**config.mk**
```make
export PLATFORM = sky130hd
export DESIGN_NAME = pointer_motion_event_engine
export DESIGN_NICKNAME = d
export VERILOG_FILES = /design/src/sv/pme_pkg.sv /design/src/sv/pointer_motion_event_engine.sv
export SDC_FILE = /design/constraint.sdc
export NUM_CORES = 1
export LEC_CHECK = 0
export BUFFER_PORTS_ARGS = -buffer_cell sky130_fd_sc_hd__buf_4
export CAP_MARGIN = 0
export CELL_PAD_IN_SITES_DETAIL_PLACEMENT = 2
export CELL_PAD_IN_SITES_GLOBAL_PLACEMENT = 2
export CORE_AREA = 2 2 310 159
export DETAILED_ROUTE_END_ITERATION = 7
export DIE_AREA = 0 0 312 161
export GPL_ROUTABILITY_DRIVEN = 0
export PLACE_DENSITY = 0.88
export SYNTH_ARGS = -nofsm -noshare
export SYNTH_HDL_FRONTEND = slang
export SYNTH_SLANG_ARGS = --single-unit
```
**constraint.sdc**
```tcl
create_clock -name clk -period 31.6 [get_ports clk]
set_clock_uncertainty 0.1 [all_clocks]
set_input_delay 9.48 -clock clk [delete_from_list [all_inputs] [get_ports clk]]
set_output_delay 9.48 -clock clk [all_outputs]
set_load 0.01 [all_outputs]
```
**src/sv/pme_pkg.sv**
```systemverilog
package pme_pkg;

	localparam int unsigned DELTA_W = 17;
	localparam int unsigned WHEEL_W = 8;
	localparam int unsigned BTN_W   = 3;
	localparam int unsigned POS_W   = 12;
	localparam int unsigned SIZE_W  = 13;
	localparam int unsigned SPEED_W = 4;
	localparam int unsigned CIDX_W  = 3;

	// event codes on event_kind
	typedef enum logic [1:0] {
		EV_PRESS   = 2'd0,
		EV_RELEASE = 2'd1,
		EV_WHEEL   = 2'd2,
		EV_MOVE    = 2'd3
	} ev_kind_t;

	localparam logic signed [WHEEL_W-1:0] WHEEL_MIN = -8'sd127;
	localparam logic signed [WHEEL_W-1:0] WHEEL_RAW_MIN = -8'sd128;

endpackage

```
**src/sv/pointer_motion_event_engine.sv**
```systemverilog
// Pointer motion event engine.
// Batch channel (batch_valid / batch_stall): one accumulated motion batch per
// request, with summed deltas, wheel steps and an optional new raw button set.
// Event channel (event_valid / event_stall): the events caused by each batch,
// in order press-or-release, wheel, move; last_event marks the final one.
// A batch with no button change, no wheel and no motion yields no event.
// Config channel (cfg_valid / cfg_ready, always ready): index 0 speed, 1 accel
// enable, 2 left-handed swap, 3 screen width, 4 screen height. Write only
// while the block is idle; unknown indexes are dropped.
// A taken batch passes the batch register and then the event register
// before its first event shows. The event register sends one event per
// cycle while event_stall is low, and a batch yields up to three events.
// The batch register takes a new request while events are still being sent.
// Stall: while event_stall is high the event register holds, the batch
// register fills and then batch_stall rises. Batches that cause no event
// pass through without waiting.
// Reset (arst_n low): cursor at 0,0, buttons released, registers at speed 1,
// no acceleration, no swap, 1024 x 768 screen; both stages empty.
module pointer_motion_event_engine
	import pme_pkg::*;
(
	input  logic                        clk,
	input  logic                        arst_n,
	// batch channel
	input  logic                        batch_valid,
	output logic                        batch_stall,
	input  logic signed [DELTA_W-1:0]   delta_x,
	input  logic signed [DELTA_W-1:0]   delta_y,
	input  logic signed [WHEEL_W-1:0]   wheel_delta,
	input  logic                        buttons_valid,
	input  logic [BTN_W-1:0]            new_raw_buttons,
	// event channel
	output logic                        event_valid,
	input  logic                        event_stall,
	output logic [1:0]                  event_kind,
	output logic [POS_W-1:0]            pos_x,
	output logic [POS_W-1:0]            pos_y,
	output logic [BTN_W-1:0]            button_state,
	output logic [BTN_W-1:0]            changed_mask,
	output logic signed [WHEEL_W-1:0]   wheel_out,
	output logic                        last_event,
	// config channel
	input  logic                        cfg_valid,
	output logic                        cfg_ready,
	input  logic [CIDX_W-1:0]           cfg_index,
	input  logic [SIZE_W-1:0]           cfg_data
);

	typedef enum logic [CIDX_W-1:0] {
		CFG_SPEED   = 3'd0,
		CFG_ACCEL   = 3'd1,
		CFG_PRIMARY = 3'd2,
		CFG_WIDTH   = 3'd3,
		CFG_HEIGHT  = 3'd4
	} cfg_idx_t;

	localparam int unsigned SCL_W = DELTA_W + 6;   // scaled delta, signed
	localparam int unsigned SUM_W = SCL_W + 1;     // position before clamp

	// ---------------------------------------------------------------
	// helpers
	// ---------------------------------------------------------------
	// speed multiply, then optional 3/2 (toward zero) or x2
	function automatic logic [SCL_W-1:0] scale_delta(
		input logic signed [DELTA_W-1:0] d,
		input logic [SPEED_W-1:0]        spd,
		input logic                      med,
		input logic                      fast
	);
		logic signed [SCL_W-2:0] s;
		logic signed [SCL_W-1:0] s3;
		logic signed [SCL_W-1:0] s3r;
		logic [SCL_W-1:0]        r;
		s   = (SCL_W-1)'(d) * (SCL_W-1)'($signed({1'b0, spd}));
		s3  = {s[SCL_W-2], s} + {s, 1'b0};
		s3r = s3 + SCL_W'(s3[SCL_W-1]);   // bias negatives: truncate toward zero
		if (fast)
			r = {s, 1'b0};
		else if (med)
			r = s3r >>> 1;
		else
			r = {s[SCL_W-2], s};
		return r;
	endfunction

	// largest coordinate for a screen size; zero acts as one
	function automatic logic [POS_W-1:0] size_lim(input logic [SIZE_W-1:0] sz);
		logic [POS_W-1:0] r;
		if (sz == '0)
			r = '0;
		else if (sz > {1'b1, {POS_W{1'b0}}})
			r = '1;
		else
			r = POS_W'(sz - SIZE_W'(1));
		return r;
	endfunction

	function automatic logic [POS_W-1:0] clamp_pos(
		input logic [SUM_W-1:0] p,
		input logic [POS_W-1:0] lim
	);
		logic [POS_W-1:0] r;
		if (p[SUM_W-1])
			r = '0;
		else if (p > {{(SUM_W-POS_W){1'b0}}, lim})
			r = lim;
		else
			r = p[POS_W-1:0];
		return r;
	endfunction

	function automatic logic [BTN_W-1:0] map_buttons(
		input logic [BTN_W-1:0] b,
		input logic             swap
	);
		return swap ? {b[2], b[0], b[1]} : b;
	endfunction

	// ---------------------------------------------------------------
	// configuration registers
	// ---------------------------------------------------------------
	logic [SPEED_W-1:0] speed_q;
	logic               accel_q;
	logic               primary_q;
	logic [SIZE_W-1:0]  width_q;
	logic [SIZE_W-1:0]  height_q;

	assign cfg_ready = 1'b1;

	always_ff @(posedge clk or negedge arst_n) begin
		if (!arst_n) begin
			speed_q   <= SPEED_W'(1);
			accel_q   <= 1'b0;
			primary_q <= 1'b0;
			width_q   <= SIZE_W'(1024);
			height_q  <= SIZE_W'(768);
		end else if (cfg_valid && cfg_ready) begin
			case (cfg_idx_t'(cfg_index))
				CFG_SPEED:   speed_q   <= cfg_data[SPEED_W-1:0];
				CFG_ACCEL:   accel_q   <= cfg_data[0];
				CFG_PRIMARY: primary_q <= cfg_data[0];
				CFG_WIDTH:   width_q   <= cfg_data;
				CFG_HEIGHT:  height_q  <= cfg_data;
				default: ;
			endcase
		end
	end

	// ---------------------------------------------------------------
	// stage 1: batch register
	// ---------------------------------------------------------------
	logic                      valid_s1;
	logic signed [DELTA_W-1:0] dx_s1;
	logic signed [DELTA_W-1:0] dy_s1;
	logic signed [WHEEL_W-1:0] wh_s1;
	logic                      bv_s1;
	logic [BTN_W-1:0]          raw_s1;

	logic adv_s1;     // stage 1 retires this cycle
	logic free_s2;    // event register can load this cycle
	logic any_ev;

	assign batch_stall = valid_s1 && !adv_s1;

	always_ff @(posedge clk or negedge arst_n) begin
		if (!arst_n) begin
			valid_s1 <= 1'b0;
		end else if (!batch_stall) begin
			valid_s1 <= batch_valid;
		end
	end

	always_ff @(posedge clk) begin
		if (batch_valid && !batch_stall) begin
			dx_s1  <= delta_x;
			dy_s1  <= delta_y;
			wh_s1  <= wheel_delta;
			bv_s1  <= buttons_valid;
			raw_s1 <= new_raw_buttons;
		end
	end

	// ---------------------------------------------------------------
	// stage 1 datapath: motion, clamp, buttons, wheel
	// ---------------------------------------------------------------
	logic [POS_W-1:0] col_q;
	logic [POS_W-1:0] row_q;
	logic [BTN_W-1:0] mapped_q;

	logic [DELTA_W-1:0]        adx, ady, mag;
	logic                      acc_med, acc_fast;
	logic [SCL_W-1:0]          sx, sy;
	logic [SUM_W-1:0]          px, py;
	logic [POS_W-1:0]          col_nxt, row_nxt;
	logic [BTN_W-1:0]          btn_nxt, chg;
	logic signed [WHEEL_W-1:0] wh_sat;
	logic                      has_btn, has_wheel, has_move;

	always_comb begin
		// |dx|, |dy| as unsigned: -65536 maps to 65536
		adx = dx_s1[DELTA_W-1] ? DELTA_W'(-dx_s1) : dx_s1;
		ady = dy_s1[DELTA_W-1] ? DELTA_W'(-dy_s1) : dy_s1;
		mag = (adx > ady) ? adx : ady;
		acc_fast = accel_q && (mag >= DELTA_W'(8));
		acc_med  = accel_q && (mag >= DELTA_W'(4)) && !acc_fast;

		sx = scale_delta(dx_s1, speed_q, acc_med, acc_fast);
		sy = scale_delta(dy_s1, speed_q, acc_med, acc_fast);
		// y grows downward on screen, delta_y grows upward
		px = {{(SUM_W-POS_W){1'b0}}, col_q} + {sx[SCL_W-1], sx};
		py = {{(SUM_W-POS_W){1'b0}}, row_q} - {sy[SCL_W-1], sy};
		col_nxt = clamp_pos(px, size_lim(width_q));
		row_nxt = clamp_pos(py, size_lim(height_q));

		btn_nxt = bv_s1 ? map_buttons(raw_s1, primary_q) : mapped_q;
		chg     = btn_nxt ^ mapped_q;
		wh_sat  = (wh_s1 == WHEEL_RAW_MIN) ? WHEEL_MIN : wh_s1;

		has_btn   = (chg != '0);
		has_wheel = (wh_s1 != '0);
		has_move  = (dx_s1 != '0) || (dy_s1 != '0);
		any_ev    = has_btn || has_wheel || has_move;
	end

	// eventless batches never wait on the event register
	assign adv_s1 = valid_s1 && (free_s2 || !any_ev);

	always_ff @(posedge clk or negedge arst_n) begin
		if (!arst_n) begin
			col_q    <= '0;
			row_q    <= '0;
			mapped_q <= '0;
		end else if (adv_s1) begin
			col_q    <= col_nxt;
			row_q    <= row_nxt;
			mapped_q <= btn_nxt;
		end
	end

	// ---------------------------------------------------------------
	// stage 2: event register, drains one pending event each time an event is taken
	// pend bit 0 button, bit 1 wheel, bit 2 move
	// ---------------------------------------------------------------
	logic [2:0]                pend_s2;
	logic                      press_s2;
	logic [BTN_W-1:0]          chg_s2;
	logic signed [WHEEL_W-1:0] wh_s2;
	logic [POS_W-1:0]          col_s2, row_s2;
	logic [BTN_W-1:0]          btn_s2;

	logic [2:0] cur_s2;    // lowest pending event, one-hot
	logic       last_s2;
	logic       take_ev;
	ev_kind_t   kind;

	assign cur_s2  = pend_s2 & (~pend_s2 + 3'd1);
	assign last_s2 = (pend_s2 & (pend_s2 - 3'd1)) == '0;
	assign take_ev = event_valid && !event_stall;
	assign free_s2 = (pend_s2 == '0) || (take_ev && last_s2);

	always_ff @(posedge clk or negedge arst_n) begin
		if (!arst_n) begin
			pend_s2 <= '0;
		end else if (adv_s1 && any_ev) begin
			pend_s2 <= {has_move, has_wheel, has_btn};
		end else if (take_ev) begin
			pend_s2 <= pend_s2 & ~cur_s2;
		end
	end

	always_ff @(posedge clk) begin
		if (adv_s1 && any_ev) begin
			press_s2 <= (btn_nxt & chg) != '0;
			chg_s2   <= chg;
			wh_s2    <= wh_sat;
			col_s2   <= col_nxt;
			row_s2   <= row_nxt;
			btn_s2   <= btn_nxt;
		end
	end

	always_comb begin
		if (cur_s2[0])
			kind = press_s2 ? EV_PRESS : EV_RELEASE;
		else if (cur_s2[1])
			kind = EV_WHEEL;
		else
			kind = EV_MOVE;
	end

	assign event_valid  = (pend_s2 != '0);
	assign event_kind   = kind;
	assign pos_x        = col_s2;
	assign pos_y        = row_s2;
	assign button_state = btn_s2;
	assign changed_mask = cur_s2[0] ? chg_s2 : '0;
	assign wheel_out    = cur_s2[1] ? wh_s2 : '0;
	assign last_event   = last_s2;

endmodule

```
==> run summary, run 1 <==
Core area: 47600 um2
Vert. Die Dim: 161 um
Setup crit start kind: primary input
Vias in the first global route: 21.3k
Crit-path cells: buf_4, maj3_1, o21ai_0, nor2_1, nand2_1, inv_1, buf_4
Yosys reg bits: 148
Status: complete, no violations
Antenna violations before repair: 1
Worst-Margin Slew: 1.31 ns
Synthesized Nets: 2722
Worst hold path class: reg2reg
Die area: 50200 um2
DP Area: 21100 um2
TNS Setup: 0 ns
Clock transition at path regs: 0.08 ns
Min setup slack post-route: 11.28 ns
Post-route cell area: 21700 um2
DR WL/cell: 26.0 um
Synth unique cells: 93
Worst hold slack: 0.358 ns
Initial DRC Count: 1614
Largest net degree at the start of global routing: 64
Post-CTS Setup Repair Bufs: 0
Crit path top cell by count: buf_4
Worst path slowest cell: o21ai_0
Final period util: 0.643
Crit path max fanout: 5
Post-detail-place hpwl: 60.4 mm
Routed vias/inst: 6.33
Max_slew headroom: 0.121
Total global-route track usage: 0.320
Avg Cell Area, Syn: 8.30 um2
Worst Path Required: 22.02 ns
Syn. warnings: 0
Post-synthesis sequential area ratio: 0.209
Post-layout min period: 20.32 ns
Top_reg_cell synth: edfxtp_1
MaxCap Viol Count: 0
Hold Vio Cnt, Final: 0
CTS H-tree depth: 4
Max Buffers Root-to-Sink: 2
FMAX: 0.0492 GHz
Root Driver: clkbuf_16
Total number of vias: 19.5k
Nets@finish: 2757
TritonCTS buffer count: 17
RSZ-0062 raised after global routing: no
First drt pass iteration count: 6
Drt drc: 0
Clk_lat worst skew: 0.49 ns
Worst EP arrival: 10.74 ns
# hold bufs at CTS: 0
Critical Path Max Stage Delay: 0.37 ns
Drt total wl: 80.2 mm
Die span in x: 312 um
Antenna viol nets, final: 0
WS Path Type: in2out
First-pass GRT wire length: 127 mm
Final setup vio count: 0
PostCTS Resize Cnt: 0
Pre-CTS WS: 11.29 ns
# port buffers: 109
CP Capture Type: output port
Ys async rst share: 0.426
P&R area growth vs syn: 9.79%
EDFF count, synth: 85
Grt ovf: 0
# rows: 57
IO Pins: 111
Ant. Diodes: 0
Pins Over Slew Limit: 0
Post-Syn Area: 19800 um2
Synth Instances: 2383
Fraction of layout cells with a size suffix above 1: 0.0995
Initial core utilization: 0.415
CTS tree: built
Flop-to-flop setup slack: 17.42 ns
Clock Sink Count: 148
==> cells by family (layout without fill, tap and decap cells) <==
family | after synthesis | in the layout | synth area share
other | 1 | 1 | 0.000190
XOR/XNOR | 158 | 158 | 0.0714
flip-flops | 148 | 148 | 0.209
adder cells (fa/ha/maj) | 273 | 273 | 0.201
AO/OA/AOI/OAI | 583 | 583 | 0.198
buffers and inverters | 326 | 374 | 0.0635
multiplexers | 65 | 65 | 0.0353
AND/OR/NAND/NOR | 829 | 829 | 0.222
==> layout make-up <==
type                    count  area, um2
fillers                  5362      25900
multi-input cells        1909      14400
flip-flops and latches    148       4130
repair buffers            130        976
well taps                 649        812
inverters                 212        796
clock buffers              19        454
clock inverters            13        134
==> layout by cell type (no fill, tap or decap), types with 28 or more instances in the layout <==
cell / synthesis / final
ha_1: 198 / 198
xnor2_1: 97 / 97
and2_1: 134 / 133
mux2_2: 37 / 37
o211ai_1: 33 / 33
edfxtp_1: 85 / 85
or3_1: 34 / 34
o31ai_1: 29 / 29
nor2_1: 128 / 127
xor2_1: 59 / 59
fa_1: 74 / 74
buf_4: 1 / 130
nand2_1: 187 / 187
o21ai_0: 104 / 104
a21oi_1: 134 / 134
inv_1: 211 / 211
a21o_1: 44 / 44
nand3_1: 73 / 73
nor3_1: 66 / 66
nand4_1: 28 / 28
dfrtp_1: 59 / 59
==> worst paths after layout <==
path,startpoint,depth (start not counted),to
min,wh_s1[2],0,wh_s2[2]
max,event_stall,7,batch_stall
max in group asynchronous,arst_n,1,row_q[9]
min in group asynchronous,arst_n,1,col_q[9]
max reg2reg,speed_q[2],43,pos_y[6]
min reg2reg,wh_s1[2],0,wh_s2[2]
==> critical path: cells and delay by family <==
kind                       cells  cell delay, ns
AOI/OAI and AO/OA              1            0.37
adders and majority gates      1            0.34
buffers and inverters          3            0.31
and+or+nand+nor                2            0.24
==> layer usage <==
metal | routed length (um) | up-vias | track usage
met2 | 36900 | 676 | 0.520
met4 | 1750 | 2 | 0.0894
met1 | 36600 | 10000 | 0.443
met5 | 16 | - | 0
met3 | 4900 | 137 | 0.0479
li1 | - | 8634 | -
==> state kept, by name, indices dropped and copies added, names as in the netlist, 3 cells and up <==
signal        flops
mapped_q          3
speed_q           4
button_state      3
chg_s2            3
wh_s2             8
width_q          13
height_q         13
dx_s1            17
pos_x            12
row_q            12
raw_s1            3
wh_s1             8
pos_y            12
dy_s1            17
col_q            12
pend_s2           3
==> cell usage after synthesis, drive strengths merged (7+ instances only) <==
cell type	count	area, um2
a211oi	27	215
fa	74	1480
nor2	128	480
nor3b	13	97.6
o2111ai	10	87.6
or3	35	224
o31a	12	105
o41ai	9	93.8
nor2b	23	144
nand3	73	365
o31ai	29	218
a21boi	12	90.1
inv	211	792
xor2	59	517
buf	16	92.6
a21oi	134	671
o211ai	33	248
o21bai	10	75.1
ha	198	2480
nand2	187	702
a41oi	7	61.3
nor3	67	347
o21a	22	165
mux2	38	428
nand4	28	175
a221oi	7	61.3
xnor2	97	850
o21ai	121	606
nand2b	27	169
and3	20	125
mux2i	27	270
dfrtp	59	1480
or2	15	93.8
clkbuf	98	368
or4	15	116
o22ai	9	56.3
and2	134	838
a211o	16	140
a21o	44	330
nor4	24	150
a31oi	20	131
edfxtp	85	2550
a22oi	12	90.1
==> metrics by stage <==
step	utilization	instances
final	0.456	3080
after detailed placement	0.443	3048
after CTS	0.456	3080
after floorplan	-	2383
after global placement	0.443	3048
after global routing	0.456	3080
Power of run 1 is left out: the tool's default activity adds up to more than one toggle a clock period on the data nets, which glitch-free logic cannot reach.
==> run 2: changes to the inputs <==
--- a/config.mk
+++ b/config.mk
@@ -9,11 +9,11 @@
 export CAP_MARGIN = 0
 export CELL_PAD_IN_SITES_DETAIL_PLACEMENT = 2
 export CELL_PAD_IN_SITES_GLOBAL_PLACEMENT = 2
-export CORE_AREA = 2 2 310 159
+export CORE_AREA = 2 2 322 165
 export DETAILED_ROUTE_END_ITERATION = 7
-export DIE_AREA = 0 0 312 161
+export DIE_AREA = 0 0 324 167
 export GPL_ROUTABILITY_DRIVEN = 0
-export PLACE_DENSITY = 0.88
+export PLACE_DENSITY = 0.82
 export SYNTH_ARGS = -nofsm -noshare
 export SYNTH_HDL_FRONTEND = slang
 export SYNTH_SLANG_ARGS = --single-unit
==> constraint.sdc (replaced) <==
create_clock -name clk -period 19.8 [get_ports clk]
set_clock_uncertainty 0.1 [all_clocks]
set_input_delay 5.94 -clock clk [delete_from_list [all_inputs] [get_ports clk]]
set_output_delay 5.94 -clock clk [all_outputs]
set_load 0.01 [all_outputs]
==> run 2 against run 1 <==
- highest routed layer is now met4
- global-route usage shrank 4.3 points
- die area grew 7.7%
- utilization shrank 3.2 points
- routed wire length shrank 7.6%
- sequential share of layout area is essentially flat
==> run summary, run 2 (synthesized netlist as in run 1, its figures left out) <==
Status: complete, no violations
Post-route insts no fill: 3131
Max_slew headroom: 0.147
Post-detail-place hpwl: 59.0 mm
FF-to-FF End: pos_y[8]
Fraction of layout cells with a size suffix above 1: 0.0996
First-pass GRT wire length: 118 mm
Vias in the first global route: 20.4k
Initial DRC Count: 1274
Hold Vio Cnt, Final: 0
Final setup vio count: 0
Drt total wl: 74.1 mm
Die span in x: 324 um
TritonCTS buffer count: 17
TNS Setup: 0 ns
Clk_lat worst skew: 0.46 ns
Post-layout min period: 13.89 ns
Nets@finish: 2756
Antenna violations before repair: 0
CP Capture Type: register
Filler cells: 5748
Largest net degree at the start of global routing: 64
Final period util: 0.701
MaxCap Viol Count: 0
Flop-to-flop setup slack: 5.91 ns
Crit path top cell by count: ha_1
Placed insts: 3099
Biggest regs: dx_s1 x17, dy_s1 x17
Buf+Inv Stages, Crit Path: 4
P&R area growth vs syn: 10.0%
Worst-Margin Slew: 1.27 ns
First drt pass iteration count: 5
Vert. Die Dim: 167 um
FF-to-FF Start: speed_q[3]
Top delay family on crit path: compound AO/OA/AOI/OAI gates
Worst hold path class: reg2reg
Critical Path Max Stage Delay: 1.12 ns
Worst Path Required: 19.91 ns
Min-Delay Endpoint: wh_s2[2]
Die area: 54100 um2
Drt drc: 0
FMAX: 0.0720 GHz
R2r worst-path depth: 44
Worst path slowest cell: dfrtp_1
Crit path max fanout: 35
Most common cell after layout, fill and taps aside: inv_1
PostCTS Resize Cnt: 0
WHS Path Cells: 0
WS Path Type: reg2reg
Grt ovf: 0
DR WL/cell: 23.7 um
Total number of vias: 18.8k
Antenna viol nets, final: 0
# rows: 59
Final core occ: 0.424
Worst EP arrival: 13.99 ns
Most frequent cells in the layout: inv_1, ha_1, nand2_1, a21oi_1, and2_1
CTS H-tree depth: 4
Routed vias/inst: 5.99
Post-CTS Setup Repair Bufs: 0
Core area: 51300 um2
Root Driver: clkbuf_16
Clock transition at path regs: 0.08 ns
Initial core utilization: 0.386
Worst Hold Launch: wh_s1[2]
Setup crit start kind: register
CTS tree: built
# hold bufs at CTS: 0
RSZ-0062 raised after global routing: no
Clock Sink Count: 148
Max Buffers Root-to-Sink: 2
IO Pins: 111
Pins Over Slew Limit: 0
Total global-route track usage: 0.277
Ant. Diodes: 0
# port buffers: 109
==> run 2: changes by cell type in the layout (fill, tap and decap cells not counted), sizes merged <==
cell / before / now
clkinv: 2 / 4
buf: 130 / 129
bufinv: 1 / 0
inv: 222 / 221
==> run 2: final cells by class <==
cell class | instances | area, um2 | area share
Multi-Input combinational cell | 1909 | 14400 | 0.663
Sequential cell | 148 | 4130 | 0.190
Timing Repair Buffer | 129 | 968 | 0.0445
Tap cell | 701 | 877 | 0.0403
Inverter | 212 | 796 | 0.0366
Clock buffer | 19 | 454 | 0.0209
Clock inverter | 13 | 110 | 0.00506
==> run 2: layer usage <==
metal / GRT usage / routed length, um
met1: 0.409 / 37300
met2: 0.435 / 32900
met3: 0.0354 / 3110
met4: 0.0435 / 758
met5: 0 / 0
==> run 2: worst max path at each step <==
stage | start | cells after the start | to
global placement | event_stall | 7 | batch_stall
detailed placement | speed_q[3] | 43 | pos_y[7]
finish | speed_q[3] | 44 | pos_y[8]
floorplan | event_stall | 5 | batch_stall
CTS | speed_q[3] | 43 | pos_y[8]
global route | speed_q[3] | 43 | pos_y[7]
==> run 2: through the flow <==
step | area (um2) | worst slack, ns | hold WS [ns]
2_1_floorplan | 19800 | 7.02 | 0.355
3_3_place_gp | 21200 | 6.60 | 0.337
3_5_place_dp | 21200 | 6.14 | 0.347
4_1_cts | 21800 | 6.09 | 0.358
5_1_grt | 21800 | 5.13 | 0.370
6_report | 21800 | 5.91 | 0.356
Power of run 2 is left out for the same reason.
